==> config.mk <==
export PLATFORM = sky130hd
export DESIGN_NAME = sector_interleave_placement_flat
export DESIGN_NICKNAME = d
export VERILOG_FILES = /design/src/rtl/sip_pkg.sv /design/src/rtl/sip_req_if.sv /design/src/rtl/sip_rsp_if.sv /design/src/rtl/sector_interleave_placement.sv /design/src/flat_wrapper.sv
export VERILOG_INCLUDE_DIRS = /design/src /design/src/rtl
export SDC_FILE = /design/constraint.sdc
export NUM_CORES = 2
export LEC_CHECK = 0
export ABC_AREA = 1
export BUFFER_PORTS_ARGS = -buffer_cell sky130_fd_sc_hd__buf_2
export CAP_MARGIN = 20
export CORE_MARGIN = 1.5
export CORE_UTILIZATION = 60
export DETAILED_ROUTE_END_ITERATION = 7
export GPL_TIMING_DRIVEN = 0
export PLACE_DENSITY = 0.86
export SLEW_MARGIN = 10
export SYNTH_ARGS = -nofsm -noshare
export SYNTH_HDL_FRONTEND = slang
export SYNTH_SLANG_ARGS = --single-unit
export TNS_END_PERCENT = 100
==> constraint.sdc <==
create_clock -name clk -period 16 [get_ports clk]
set_clock_uncertainty 0.15 [all_clocks]
set_input_delay 1.6 -clock clk [delete_from_list [all_inputs] [get_ports clk]]
set_output_delay 1.6 -clock clk [all_outputs]
set_load 0.02 [all_outputs]
==> src/rtl/sector_interleave_placement_defines.svh <==
// Assertion macros used by the RTL of the placement block.
`ifndef SECTOR_INTERLEAVE_PLACEMENT_DEFINES_SVH
`define SECTOR_INTERLEAVE_PLACEMENT_DEFINES_SVH

// Same-cycle implication, checked outside reset.
`define SIP_ASSERT_NOW(label, ante, cons, msg) \
  label: assert property (@(posedge clk) disable iff (rst) (ante) |-> (cons)) \
    else $error(msg);

// Next-cycle implication, checked outside reset.
`define SIP_ASSERT_NEXT(label, ante, cons, msg) \
  label: assert property (@(posedge clk) disable iff (rst) (ante) |=> (cons)) \
    else $error(msg);

`endif

==> src/rtl/sip_pkg.sv <==
package sip_pkg;

  localparam int MAX_SECTORS    = 32;
  localparam int ADDR_W         = $clog2(MAX_SECTORS);
  localparam int NUM_SIZE_CODES = 8;
  localparam int GAP_SCALE_DIV  = 128 * 128;
  localparam int GAP_SHIFT      = $clog2(GAP_SCALE_DIV);

  localparam int SECTOR_W = 6;
  localparam int CODE_W   = 3;
  localparam int SLOT_W   = 12;
  localparam int ROT_W    = 6;
  localparam int MIN_W    = 16;
  localparam int MAX_W    = 17;
  localparam int LEN_W    = 22;
  localparam int CFG_IDX_W = 3;
  localparam int CFG_DATA_W = 64;

  typedef enum logic [CFG_IDX_W-1:0] {
    REG_SECTOR_COUNT = 3'd0,
    REG_INTERLEAVE   = 3'd1,
    REG_CHUNK_SIZE   = 3'd2,
    REG_GAP          = 3'd3,
    REG_TRACK_CAP    = 3'd4,
    REG_HDR_BYTES    = 3'd5,
    REG_IDX_BYTES    = 3'd6,
    REG_SIZE_BOUNDS  = 3'd7
  } cfg_reg_t;

endpackage

==> src/rtl/sip_req_if.sv <==
interface sip_req_if;
  logic                          valid;
  logic                          ready;
  logic [sip_pkg::SECTOR_W-1:0]  tail_sector;

  modport source (output valid, output tail_sector, input ready);
  modport sink   (input valid, input tail_sector, output ready);
endinterface

==> src/rtl/sip_rsp_if.sv <==
interface sip_rsp_if;
  logic                          valid;
  logic                          ready;
  logic [sip_pkg::SECTOR_W-1:0]  slot_sector;
  logic [sip_pkg::CODE_W-1:0]    slot_size_code;
  logic [sip_pkg::SLOT_W-1:0]    slot_offset;
  logic                          last_slot;
  logic [sip_pkg::ROT_W-1:0]     rotations;
  logic [sip_pkg::MIN_W-1:0]     min_offset;
  logic [sip_pkg::MAX_W-1:0]     high_offset;
  logic [sip_pkg::LEN_W-1:0]     track_length;
  logic                          layout_error;

  modport source (output valid, output slot_sector, output slot_size_code,
                  output slot_offset, output last_slot, output rotations,
                  output min_offset, output high_offset, output track_length,
                  output layout_error, input ready);
  modport sink   (input valid, input slot_sector, input slot_size_code,
                  input slot_offset, input last_slot, input rotations,
                  input min_offset, input high_offset, input track_length,
                  input layout_error, output ready);
endinterface

==> src/rtl/sector_interleave_placement.sv <==
// Sector interleave placement for one track.
// req carries a tail sector id; one word is taken when valid and ready are
// high, and ready is high only while the block is idle. rsp then carries one
// word per slot (sector_count, held to 1..32, words; slot 0 first); the
// last word has last_slot set with rotations, min/max offset, track length
// and the error flag. cfg_we/cfg_index/cfg_data write the eight setup
// registers; the user must write them only while idle, as the block does not
// enforce it. Per word the sequencer clears the slot memory, then for each
// sector brings the position back onto the track and probes the slot memory
// downward (read, then check, wrapping below slot 0) for a free slot, then
// a rotation fixup, then per slot a memory read, the sector size and a
// serial divide for the chunk count; the last slot skips the divide and
// ends with the summary. Next word is taken once the last result is loaded.
// When rsp stalls, the result register holds its word and the sequencer
// waits before loading the next one. Reset (rst, synchronous) sets the
// registers to their defaults and returns to idle; every word clears the
// slot memory itself.
`include "sector_interleave_placement_defines.svh"

module sector_interleave_placement (
  input  logic                            clk,
  input  logic                            rst,
  input  logic                            cfg_we,
  input  logic [sip_pkg::CFG_IDX_W-1:0]   cfg_index,
  input  logic [sip_pkg::CFG_DATA_W-1:0]  cfg_data,
  sip_req_if.sink                         req,
  sip_rsp_if.source                       rsp
);

  localparam int AW  = sip_pkg::ADDR_W;
  localparam int SW  = sip_pkg::SECTOR_W;
  localparam int CW  = sip_pkg::CODE_W;
  localparam int EW  = SW + CW;
  localparam int DW  = 15;   // sector bytes / chunk size width
  localparam int OW  = 20;   // offset in chunks
  localparam int BW  = 21;   // offset in bytes
  localparam int PW  = 23;   // signed slack / max
  localparam int LW  = 24;   // signed length
  localparam int RPW = sip_pkg::ROT_W + 16;

  typedef enum logic [3:0] {
    S_IDLE, S_CLR, S_WRAP, S_PRD, S_PCHK, S_RADJ,
    S_RD, S_LOAD, S_SB, S_ACC, S_DIV, S_STEP, S_FIN1, S_FIN2
  } state_t;

  // configuration registers
  logic [5:0]  sector_count;
  logic [3:0]  interleave;
  logic [14:0] chunk_size;
  logic [11:0] gap;
  logic [15:0] track_cap;
  logic [7:0]  hdr_bytes;
  logic [7:0]  idx_bytes;
  logic [63:0] size_bounds;

  always_ff @(posedge clk) begin
    if (rst) begin
      sector_count <= 6'd1;
      interleave   <= 4'd1;
      chunk_size   <= 15'd512;
      gap          <= 12'd0;
      track_cap    <= 16'd12500;
      hdr_bytes    <= 8'd62;
      idx_bytes    <= 8'd146;
      size_bounds  <= 64'd0;
    end else if (cfg_we) begin
      case (sip_pkg::cfg_reg_t'(cfg_index))
        sip_pkg::REG_SECTOR_COUNT: sector_count <= cfg_data[5:0];
        sip_pkg::REG_INTERLEAVE:   interleave   <= cfg_data[3:0];
        sip_pkg::REG_CHUNK_SIZE:   chunk_size   <= cfg_data[14:0];
        sip_pkg::REG_GAP:          gap          <= cfg_data[11:0];
        sip_pkg::REG_TRACK_CAP:    track_cap    <= cfg_data[15:0];
        sip_pkg::REG_HDR_BYTES:    hdr_bytes    <= cfg_data[7:0];
        sip_pkg::REG_IDX_BYTES:    idx_bytes    <= cfg_data[7:0];
        sip_pkg::REG_SIZE_BOUNDS:  size_bounds  <= cfg_data;
        default: ;
      endcase
    end
  end

  // effective settings
  logic [SW-1:0] n;
  logic [3:0]    il;
  logic [DW-1:0] chunk;
  assign n = (sector_count == '0) ? SW'(1) :
             (sector_count > SW'(sip_pkg::MAX_SECTORS)) ? SW'(sip_pkg::MAX_SECTORS) :
             sector_count;
  assign il    = (interleave == '0) ? 4'd1 : interleave;
  assign chunk = (chunk_size == '0) ? DW'(1) : chunk_size;

  // size code: highest code whose bound exceeds the id
  function automatic logic [CW-1:0] code_of(input logic [SW-1:0] id,
                                            input logic [63:0] bounds);
    logic [CW-1:0] c;
    c = '0;
    for (int j = 0; j < sip_pkg::NUM_SIZE_CODES; j++) begin
      if (bounds[8*j +: 8] > {2'b00, id}) c = CW'(j);
    end
    return c;
  endfunction

  // data + scaled gap + header bytes
  function automatic logic [DW-1:0] sector_bytes(input logic [CW-1:0] code,
                                                 input logic [11:0] g,
                                                 input logic [7:0]  hs);
    logic [DW-1:0] data;
    logic [27:0]   prod;
    logic [12:0]   gb;
    data = DW'(128) << code;
    prod = 28'(data) * 28'(g) + 28'(sip_pkg::GAP_SCALE_DIV / 2);
    gb   = 13'(prod >> sip_pkg::GAP_SHIFT);
    return DW'(data + DW'(gb) + DW'(hs));
  endfunction

  // slot memory: {sector id, size code}
  logic [EW-1:0] slot_mem [sip_pkg::MAX_SECTORS];
  logic          mem_we;
  logic [AW-1:0] mem_wa;
  logic [EW-1:0] mem_wd;
  logic [AW-1:0] mem_ra;
  logic [EW-1:0] mem_q;

  always_ff @(posedge clk) begin
    if (mem_we) slot_mem[mem_wa] <= mem_wd;
    mem_q <= slot_mem[mem_ra];
  end

  // sequencer registers
  state_t               state;
  logic [AW-1:0]        clr_cnt;
  logic signed [6:0]    cur;
  logic [SW-1:0]        sec;
  logic [AW-1:0]        pcnt;
  logic [AW-1:0]        lastpos;
  logic                 tail_ne;
  logic [sip_pkg::ROT_W-1:0] rot;
  logic [AW-1:0]        idx;
  logic [SW-1:0]        ent_id;
  logic [CW-1:0]        ent_code;
  logic [DW-1:0]        sb;
  logic [DW-1:0]        dvd;
  logic [DW:0]          rem;
  logic [3:0]           dcnt;
  logic [OW-1:0]        off;
  logic [BW-1:0]        offb;
  logic [BW-1:0]        minv;
  logic [BW-1:0]        tend;
  logic [RPW-1:0]       rprod;
  logic signed [PW-1:0] slack;

  logic                 ov;
  logic [SW-1:0]        o_sector;
  logic [CW-1:0]        o_code;
  logic [sip_pkg::SLOT_W-1:0] o_off;
  logic                 o_last;
  logic [sip_pkg::ROT_W-1:0]  o_rot;
  logic [sip_pkg::MIN_W-1:0]  o_min;
  logic [sip_pkg::MAX_W-1:0]  o_max;
  logic [sip_pkg::LEN_W-1:0]  o_len;
  logic                 o_err;

  // combinational helpers
  logic [SW-1:0]        tail_eff;
  logic                 rot_cnt;       // wrap counts a rotation
  logic [sip_pkg::ROT_W-1:0] rot_inc;
  logic [sip_pkg::ROT_W-1:0] rot_adj1;
  logic [sip_pkg::ROT_W-1:0] rot_adj2;
  logic [SW-1:0]        mem_id;
  logic                 last_idx;
  logic [DW:0]          rem_sh;
  logic signed [PW-1:0] maxv;
  logic signed [LW-1:0] len;
  logic                 err;

  assign tail_eff = (req.tail_sector == '0 || req.tail_sector > n) ? n : req.tail_sector;
  assign rot_cnt  = (sec != n);
  assign rot_inc  = (rot == '1) ? rot : rot + 1'b1;
  assign rot_adj1 = (tail_ne && rot != '1) ? rot + 1'b1 : rot;
  assign rot_adj2 = (tail_ne && il == 4'd2 && lastpos == AW'(1) && rot_adj1 != '1) ?
                    rot_adj1 + 1'b1 : rot_adj1;
  assign mem_id   = mem_q[EW-1:CW];
  assign last_idx = ({1'b0, idx} == n - 1'b1);
  assign rem_sh   = {rem[DW-1:0], dvd[DW-1]};
  assign maxv     = $signed({2'b00, minv}) + slack;
  assign len      = $signed(LW'(rprod)) + $signed(LW'(tend)) - $signed(LW'(minv));
  assign err      = slack < 0 || len < 0;

  // memory port selection
  always_comb begin
    mem_we = 1'b0;
    mem_wa = '0;
    mem_wd = '0;
    mem_ra = '0;
    case (state)
      S_CLR: begin
        mem_we = 1'b1;
        mem_wa = clr_cnt;
      end
      S_PRD: mem_ra = cur[AW-1:0];
      S_PCHK: begin
        mem_we = (mem_id == '0);
        mem_wa = cur[AW-1:0];
        mem_wd = {sec, code_of(sec, size_bounds)};
      end
      S_RD: mem_ra = idx;
      default: ;
    endcase
  end

  assign req.ready          = (state == S_IDLE);
  assign rsp.valid          = ov;
  assign rsp.slot_sector    = o_sector;
  assign rsp.slot_size_code = o_code;
  assign rsp.slot_offset    = o_off;
  assign rsp.last_slot      = o_last;
  assign rsp.rotations      = o_rot;
  assign rsp.min_offset     = o_min;
  assign rsp.high_offset    = o_max;
  assign rsp.track_length   = o_len;
  assign rsp.layout_error   = o_err;

  // sequencer and result register
  always_ff @(posedge clk) begin
    if (rst) begin
      state <= S_IDLE;
      ov    <= 1'b0;
    end else begin
      if (ov && rsp.ready) ov <= 1'b0;
      case (state)
        S_IDLE: begin
          if (req.valid) begin
            tail_ne <= (tail_eff != n);
            sec     <= tail_eff;
            cur     <= $signed({1'b0, n}) - 7'sd1;
            pcnt    <= '0;
            rot     <= '0;
            clr_cnt <= '0;
            state   <= S_CLR;
          end
        end
        // wipe every slot
        S_CLR: begin
          clr_cnt <= clr_cnt + 1'b1;
          if (clr_cnt == '1) state <= S_WRAP;
        end
        // bring the position back onto the track
        S_WRAP: begin
          if (cur < 0) begin
            cur <= cur + $signed({1'b0, n});
            if (rot_cnt) rot <= rot_inc;
          end else begin
            state <= S_PRD;
          end
        end
        S_PRD: state <= S_PCHK;
        // probe downward for a free slot, or place
        S_PCHK: begin
          if (mem_id != '0) begin
            if (cur == 7'sd0) begin
              cur <= $signed({1'b0, n}) - 7'sd1;
              if (rot_cnt) rot <= rot_inc;
            end else begin
              cur <= cur - 7'sd1;
            end
            state <= S_PRD;
          end else begin
            lastpos <= cur[AW-1:0];
            pcnt    <= pcnt + 1'b1;
            cur     <= cur - $signed({3'b000, il});
            sec     <= (sec == SW'(1)) ? n : sec - 1'b1;
            if ({1'b0, pcnt} == n - 1'b1) state <= S_RADJ;
            else                          state <= S_WRAP;
          end
        end
        S_RADJ: begin
          rot   <= rot_adj2;
          idx   <= '0;
          off   <= '0;
          offb  <= '0;
          minv  <= '0;
          tend  <= '0;
          state <= S_RD;
        end
        S_RD: state <= S_LOAD;
        S_LOAD: begin
          ent_id   <= mem_id;
          ent_code <= mem_q[CW-1:0];
          state    <= S_SB;
        end
        S_SB: begin
          sb    <= sector_bytes(ent_code, gap, hdr_bytes);
          state <= S_ACC;
        end
        // note sector one and sector n, emit a plain slot word unless this is the last slot
        S_ACC: begin
          if (ent_id == SW'(1)) minv <= offb;
          if (ent_id == n)
            tend <= offb + BW'(hdr_bytes) + BW'(idx_bytes) + BW'(sb);
          if (last_idx) begin
            state <= S_FIN1;
          end else if (!ov) begin
            ov       <= 1'b1;
            o_sector <= ent_id;
            o_code   <= ent_code;
            o_off    <= off[sip_pkg::SLOT_W-1:0];
            o_last   <= 1'b0;
            o_rot    <= '0;
            o_min    <= '0;
            o_max    <= '0;
            o_len    <= '0;
            o_err    <= 1'b0;
            dvd      <= sb - 1'b1;
            rem      <= '0;
            dcnt     <= '0;
            state    <= S_DIV;
          end
        end
        // restoring divide of (bytes - 1) by chunk, one bit a cycle
        S_DIV: begin
          if (rem_sh >= {1'b0, chunk}) begin
            rem <= rem_sh - {1'b0, chunk};
            dvd <= {dvd[DW-2:0], 1'b1};
          end else begin
            rem <= rem_sh;
            dvd <= {dvd[DW-2:0], 1'b0};
          end
          dcnt <= dcnt + 1'b1;
          if (dcnt == 4'(DW - 1)) state <= S_STEP;
        end
        // advance by quotient + 1 chunks
        S_STEP: begin
          off   <= off + OW'(dvd) + 1'b1;
          offb  <= offb + BW'(sb) - 1'b1 - BW'(rem) + BW'(chunk);
          idx   <= idx + 1'b1;
          state <= S_RD;
        end
        S_FIN1: begin
          rprod <= RPW'(rot) * RPW'(track_cap);
          slack <= $signed(PW'(track_cap)) - $signed(PW'(offb)) -
                   $signed(PW'(hdr_bytes)) - $signed(PW'(idx_bytes)) - $signed(PW'(1));
          state <= S_FIN2;
        end
        // emit the last slot word with the summary
        S_FIN2: begin
          if (!ov) begin
            ov       <= 1'b1;
            o_sector <= ent_id;
            o_code   <= ent_code;
            o_off    <= off[sip_pkg::SLOT_W-1:0];
            o_last   <= 1'b1;
            o_rot    <= rot;
            o_min    <= minv[sip_pkg::MIN_W-1:0];
            o_max    <= err ? '0 : maxv[sip_pkg::MAX_W-1:0];
            o_len    <= err ? '0 : len[sip_pkg::LEN_W-1:0];
            o_err    <= err;
            state    <= S_IDLE;
          end
        end
        default: state <= S_IDLE;
      endcase
    end
  end

  `SIP_ASSERT_NOW(a_probe_in_range, state == S_PRD,
    cur >= 0 && cur < $signed({1'b0, n}), "probe position off the track")
  `SIP_ASSERT_NOW(a_slot_in_range, state == S_RD,
    {1'b0, idx} < n, "slot index past sector count")
  `SIP_ASSERT_NEXT(a_rot_frozen, state == S_RD && !rst,
    $stable(rot), "rotation count moved during offset phase")
  `SIP_ASSERT_NEXT(a_word_held, ov && !rsp.ready,
    ov && $stable(o_sector) && $stable(o_off) && $stable(o_last),
    "result word changed while stalled")

endmodule
==> src/flat_wrapper.sv <==
// flat-port wrapper written by rule: the top's interface ports become plain ports
module sector_interleave_placement_flat 
  (clk, rst, cfg_we, cfg_index, cfg_data, req_valid, req_tail_sector, req_ready, rsp_valid, rsp_slot_sector, rsp_slot_size_code, rsp_slot_offset, rsp_last_slot, rsp_rotations, rsp_min_offset, rsp_high_offset, rsp_track_length, rsp_layout_error, rsp_ready);
  sip_req_if req_i ();
  sip_rsp_if rsp_i ();
  input  logic clk;
  input  logic rst;
  input  logic cfg_we;
  input  logic [sip_pkg::CFG_IDX_W-1:0] cfg_index;
  input  logic [sip_pkg::CFG_DATA_W-1:0] cfg_data;
  input wire logic [$bits(req_i.valid)-1:0] req_valid;
  input wire logic [$bits(req_i.tail_sector)-1:0] req_tail_sector;
  output wire logic [$bits(req_i.ready)-1:0] req_ready;
  output wire logic [$bits(rsp_i.valid)-1:0] rsp_valid;
  output wire logic [$bits(rsp_i.slot_sector)-1:0] rsp_slot_sector;
  output wire logic [$bits(rsp_i.slot_size_code)-1:0] rsp_slot_size_code;
  output wire logic [$bits(rsp_i.slot_offset)-1:0] rsp_slot_offset;
  output wire logic [$bits(rsp_i.last_slot)-1:0] rsp_last_slot;
  output wire logic [$bits(rsp_i.rotations)-1:0] rsp_rotations;
  output wire logic [$bits(rsp_i.min_offset)-1:0] rsp_min_offset;
  output wire logic [$bits(rsp_i.high_offset)-1:0] rsp_high_offset;
  output wire logic [$bits(rsp_i.track_length)-1:0] rsp_track_length;
  output wire logic [$bits(rsp_i.layout_error)-1:0] rsp_layout_error;
  input wire logic [$bits(rsp_i.ready)-1:0] rsp_ready;
  assign req_i.valid = req_valid;
  assign req_i.tail_sector = req_tail_sector;
  assign req_ready = req_i.ready;
  assign rsp_valid = rsp_i.valid;
  assign rsp_slot_sector = rsp_i.slot_sector;
  assign rsp_slot_size_code = rsp_i.slot_size_code;
  assign rsp_slot_offset = rsp_i.slot_offset;
  assign rsp_last_slot = rsp_i.last_slot;
  assign rsp_rotations = rsp_i.rotations;
  assign rsp_min_offset = rsp_i.min_offset;
  assign rsp_high_offset = rsp_i.high_offset;
  assign rsp_track_length = rsp_i.track_length;
  assign rsp_layout_error = rsp_i.layout_error;
  assign rsp_i.ready = rsp_ready;
  sector_interleave_placement u_core (.clk(clk), .rst(rst), .cfg_we(cfg_we), .cfg_index(cfg_index), .cfg_data(cfg_data), .req(req_i), .rsp(rsp_i));
endmodule
-- After elaboration in Yosys (flattened, before gate mapping)
Memories as Yosys holds them, arrays and structs flattened. A register that Yosys moved wholly into a read port is not among the register bits.
Index checks and enable logic that the tools add are counted.
- mux-type cells: 102
- add/sub/neg operators: 33
- $mul: 2
- eq/ne operators: 48
- order comparisons: 13
- bitwise operators: 2
- shifts and indexed selects: 1
- reduce and logical (&&, ||, !) cells: 49
- operators by type and width (kind ; number):
    21-bit case mux with 2 select lines ; 3
    6-bit 2-to-1 mux ; 19
    22-bit 2-to-1 mux ; 4
    17-bit 2-to-1 mux ; 4
    16-bit 2-to-1 mux ; 4
    16-bit case mux with 2 select lines ; 2
    21-bit by 15-bit adder with 21-bit output ; 3
    8-bit by 6-bit greater-than comparator with 1-bit output ; 7
    4-bit case mux with 13 select lines ; 1
    5-bit case mux with 2 select lines ; 5
    23-bit by 9-bit subtractor with 23-bit output ; 2
    15-bit 2-to-1 mux ; 3
    22-bit case mux with 2 select lines ; 1
    21-bit by 8-bit adder with 21-bit output ; 2
    21-bit 2-to-1 mux ; 2
    4-bit 2-to-1 mux ; 10
    20-bit case mux with 2 select lines ; 1
    6-bit case mux with 2 select lines ; 3
    17-bit case mux with 2 select lines ; 1
    15-bit case mux with 2 select lines ; 1
    4-bit equality test (second input constant) ; 7
    7-bit 2-to-1 mux ; 4
    27-bit by 14-bit adder with 27-bit output (second input constant) ; 1
    15-bit by 12-bit multiplier with 27-bit output ; 1
    other kinds (76) ; 159
- register bits: 449
- output and inout bits: 86
- logic and storage cells: 290
- bits in writable memories: 288
- memories kept: 1
- memory list (name ; depth ; width ; read ports ; clocked after Yosys merged registers in ; wr ports ; RTL line ; source):
    u_core.slot_mem ; 32 ; 9 ; 1 ; 1 ; 1 ; sector_interleave_placement.sv:116 ; logic [EW-1:0] slot_mem [sip_pkg::MAX_SECTORS];

-- Longest topological paths before layout
- depth in word-level cells: 9
- gate-level depth with buffers: 35

-- Least setup slack after synthesis
OpenSTA, ideal clock, no wires.
- kind: register -> register
- from: reg u_core.ent_code[2]
- to: reg u_core.sb[13] (data pin)
- path buffers: 0
- library setup time: 0.262 ns
- required time: 15.588 ns
- data arrival time: 6.662 ns
- slack: 8.926 ns
- cell stages (with the launch flop): 32
- path through: edfxtp_1 -> inv_1 -> nor3_1 -> nand2_1 -> fa_1 -> inv_1 -> fa_1 -> inv_1 -> fa_1 -> inv_1 -> fa_1 -> inv_1 -> fa_1 -> inv_1 -> ha_1 -> nand2_1 -> inv_1 -> a21oi_1 -> nand2_1 -> a21oi_1 -> xor2_1 -> fa_1 -> inv_1 -> ha_1 -> nand2_1 -> o21ai_0 -> a21oi_1 -> o21ai_0 -> nand2_1 -> nand2_1 -> a21oi_1 -> xor2_1
- longest elaborated chain between the ends: 5
- ends and longest elaborated chain (what ; RTL line ; source):
    from (decl) ; sector_interleave_placement.sv:139 ; logic [CW-1:0] ent_code;
    from (signal assigned) ; sector_interleave_placement.sv:287 ; ent_code <= mem_q[CW-1:0];
    8-bit by 3-bit << shifter with 15-bit output * ; sector_interleave_placement.sv:109 ; data = DW'(128) << code;
    15-bit by 12-bit multiplier with 27-bit output ; sector_interleave_placement.sv:110 ; prod = 28'(data) * 28'(g) + 28'(sip_pkg::GAP_SCALE_DIV / 2);
    27-bit by 14-bit adder with 27-bit output ; sector_interleave_placement.sv:110 ;
    15-bit by 13-bit adder with 15-bit output * ; sector_interleave_placement.sv:112 ; return DW'(data + DW'(gb) + DW'(hs));
    15-bit by 8-bit adder with 15-bit output * ; sector_interleave_placement.sv:112 ;
    to (signal assigned) ; sector_interleave_placement.sv:291 ; sb <= sector_bytes(ent_code, gap, hdr_bytes);
    to (decl) ; sector_interleave_placement.sv:140 ; logic [DW-1:0] sb;
Mark *: on every way between the ends. The rest lies on a longest branch, timed or not.
A chain may end at the register's enable or synchronous reset.

-- Worst setup path in the final report
- from: reg u_core.ent_code[1]
- to: reg u_core.sb[13] (data pin)
Same word-level chain as after synthesis.

==> results.sh <==
export IMPL_grt_setup_unrepaired="false"
export IMPL_cts_tree="done"
export IMPL_grt_overflow=0
export IMPL_netlist_area_mm2=0.0460
export IMPL_grt_pass1_wl_um=201000
export IMPL_cap_violations=0
export IMPL_p_leak_nw=22.7
export IMPL_synth_cells_most_frequent="777 x nand2_1, 715 x inv_1, 676 x nor2_1"
export IMPL_syn_inst=5082
export IMPL_r2r_end="u_core.sb[13]"
export IMPL_synth_most_common_cell="nand2_1"
export IMPL_grt_max_degree=64
export IMPL_synth_top_area_cell="edfxtp_1"
export IMPL_post_place_ws_ps=7590
export IMPL_cpPeakStageDelay_ps=930
export IMPL_dieArea_mm2=0.0784
export IMPL_routed_wl_um=131000
export IMPL_dp_cells=6293
export IMPL_final_cells=6440
export IMPL_portBuffers=163
export IMPL_die_h_um=280
export IMPL_crit_arrival_ps=8660
export IMPL_final_layout_size_suffix_gt1_share_pct=7.78
export IMPL_status="completed"
export IMPL_finalHoldViolations=0
export IMPL_wire_per_inst_um=20.4
export IMPL_worstSetupPathType="register to register"
export IMPL_peakVddDrop_mv=0.108
export IMPL_ctsResizeCount=0
export IMPL_die_w_um=280
export IMPL_setup_tns_ps=0
export IMPL_min_period_ps=8460
export IMPL_core_area_mm2=0.0759
export IMPL_fin_ws_ps=7540
export IMPL_clock_path_buffers=3
export IMPL_cts_inserted_buffers=78
export IMPL_max_freq_ghz=0.118
export IMPL_holdPathStages=0
export IMPL_start_util_pct=60.6
export IMPL_ys_flop_type="edfxtp_1"
export IMPL_yosysSeqAreaShare_pct=44.3
export IMPL_cp_common_cell="inv_1"
export IMPL_p_per_area_mw_per_mm2=108
export IMPL_clk_latency_ps=670
export IMPL_drt_iter0_drc=3930
export IMPL_crit_buf_inv=8
export IMPL_period_share_pct=52.9
export IMPL_yosys_top_cells_area="edfxtp_1 38%, ha_1 9.3%, fa_1 8.7%"
export IMPL_hpwl_um=99900
export IMPL_min_delay_start="u_core.mem_q[1]"
export IMPL_cts_setup_buffers=0
export IMPL_rows=101
export IMPL_final_area_mm2=0.0512
export IMPL_setup_violations=0
export IMPL_drc=0
export IMPL_yosys_area_top_type_share_pct=38.2
export IMPL_yosys_warnings=0
export IMPL_syn2layout_area_growth_pct=11.1
export IMPL_r2r_start="u_core.ent_code[1]"
export IMPL_antenna_left=0
export IMPL_end_kind="register"
export IMPL_grt_pass1_vias=36603
export IMPL_clock_sink_count=725
export IMPL_hold_buffers=0
export IMPL_dpl_cell_area_mm2=0.0485
export IMPL_avgViaCountPerCell=5.91
export IMPL_async_flop_share_pct=0
export IMPL_cts_root_buf="clkbuf_16"
export IMPL_fin_nets=5964
export IMPL_dr_pass1_iters=8
export IMPL_vias=38030
export IMPL_ios=164
export IMPL_tightestPinTransition_ps=1190
export IMPL_yosys_register_bits=725
export IMPL_antenna_found_initial=3
export IMPL_gp_congestion=0.996
export IMPL_cts_clk_slew_worst_paths_ps=60
export IMPL_critical_path_top_delay_family="adder cells"
export IMPL_slew_limit_headroom_pct=20.4
export IMPL_syn_nets=5701
export IMPL_rr_worst_depth=31
export IMPL_slew_violations=0
export IMPL_ff2ff_setup_slack_ps=7540
export IMPL_startpoint_type="register"
export IMPL_hold_path_class="register to register"
export IMPL_holdPathEnd="u_core.ent_code[1]"
export IMPL_synth_edf_count=586
export IMPL_htreeDepth=3
export IMPL_crit_slowest_cell="nor3_1"
export IMPL_critical_path_peak_fanout=7
export IMPL_track_usage_pct=33.3
export IMPL_crit_required_ps=16200
export IMPL_avgSynthCellArea_um2=9.06
export IMPL_synth_cell_types=54
[worst reg2reg max path, delay by kind of cell, from the launching register on]
kind | cells | cell delay [ps]
fa+ha+maj | 8 | 3530
simple gates | 7 | 1670
compound gates | 6 | 930
buf+inv | 8 | 910
flops | 1 | 670
xor+xnor | 2 | 270
[registers in the layout (all words and copies together) (netlist names), 15 cells and up]
name and cells:
u_core.slot_mem 288, u_core.size_bounds 56, u_core.rprod 22, u_core.rsp.track_length 22
u_core.minv 21, u_core.offb 21, u_core.tend 21, u_core.slack 18
u_core.rsp.high_offset 17, u_core.rem 16, u_core.rsp.min_offset 16, u_core.track_cap 16
u_core.chunk_size 15, u_core.dvd 15, u_core.sb 15
[how the worst max path moves through the flow]
stage,cells past startpoint,start,to,slack (ps)
after detailed placement,31,u_core.ent_code[2],u_core.sb[13],7590
after global placement,16,u_core.sector_count[5],u_core.rem[15],7570
after global routing,31,u_core.ent_code[1],u_core.sb[13],7200
after CTS,31,u_core.ent_code[2],u_core.sb[13],7510
final,31,u_core.ent_code[1],u_core.sb[13],7540
after floorplan,31,u_core.ent_code[2],u_core.sb[13],8930
[report_power, final]
part / switching [mW] / total, mW / leakage (nW) / internal [mW]
clock: 0.789 / 1.85 / 1.26 / 1.06
combinational: 0.968 / 1.46 / 15.1 / 0.492
sequential: 0.0604 / 2.21 / 6.33 / 2.15
[area by class of cell]
type                       count  area (um^2)
fill                        5826        24800
clock buffer                 103         2080
multi-input combinational   3487        22400
clock inverter                40          561
buffer                       142          591
sequential                   725        20400
tap                         1030         1290
inverter                     728         2740
antenna                        2         5.00
timing repair buffer         183         1090
[routing by layer]
metal  up-vias  wire [um]  track usage, %
met5         -         13               0
met3       531      11700            5.60
met1     17847      47600            39.7
met4         2       9550            21.0
li1      17515          -               -
met2      2135      62700            56.2
[through the flow]
stage | power [mW] | hold slack, ps | util [%]
2_1_floorplan | 3.25 | 236 | -
3_3_place_gp | 3.60 | 236 | 63.4
3_5_place_dp | 3.65 | 243 | 63.9
4_1_cts | 5.49 | 210 | 67.4
5_1_grt | 5.77 | 222 | 67.4
6_report | 5.52 | 210 | 67.4
[kinds of logic after synthesis]
logic type / Yosys count / share of synthesized area [%]
AOI/OAI and AO/OA: 904 / 10.8
adders and majority gates: 541 / 18.0
DFF: 725 / 44.3
other: 1 / 0.00814
buffers and inverters: 870 / 7.22
xor gates and xnor gates: 132 / 2.51
and+or+nand+nor: 1909 / 17.2
[cells in the final DEF, fill, tap and decap left out, types with 9 or more instances in the layout]
cell type	synthesis	layout
a21o_1	21	21
buf_2	31	197
o21bai_1	16	16
fa_1	200	200
nor2_1	676	668
xnor2_1	41	41
nor4_1	22	21
nand3b_1	12	12
ha_1	341	341
nor3_1	38	36
inv_1	715	714
clkbuf_16	0	78
buf_4	3	9
clkbuf_1	99	121
nand3_1	278	278
clkinv_2	0	12
edfxtp_1	586	586
o21ai_1	20	20
nand2_1	777	777
clkinv_1	6	11
dfxtp_1	139	139
nand4_1	35	35
o211ai_1	61	61
o21a_1	13	13
a21oi_1	316	311
a31oi_1	21	21
xor2_1	91	91
or2_2	49	49
o22ai_1	9	9
o21ai_0	390	390
Power figures use the tool's default switching activity.
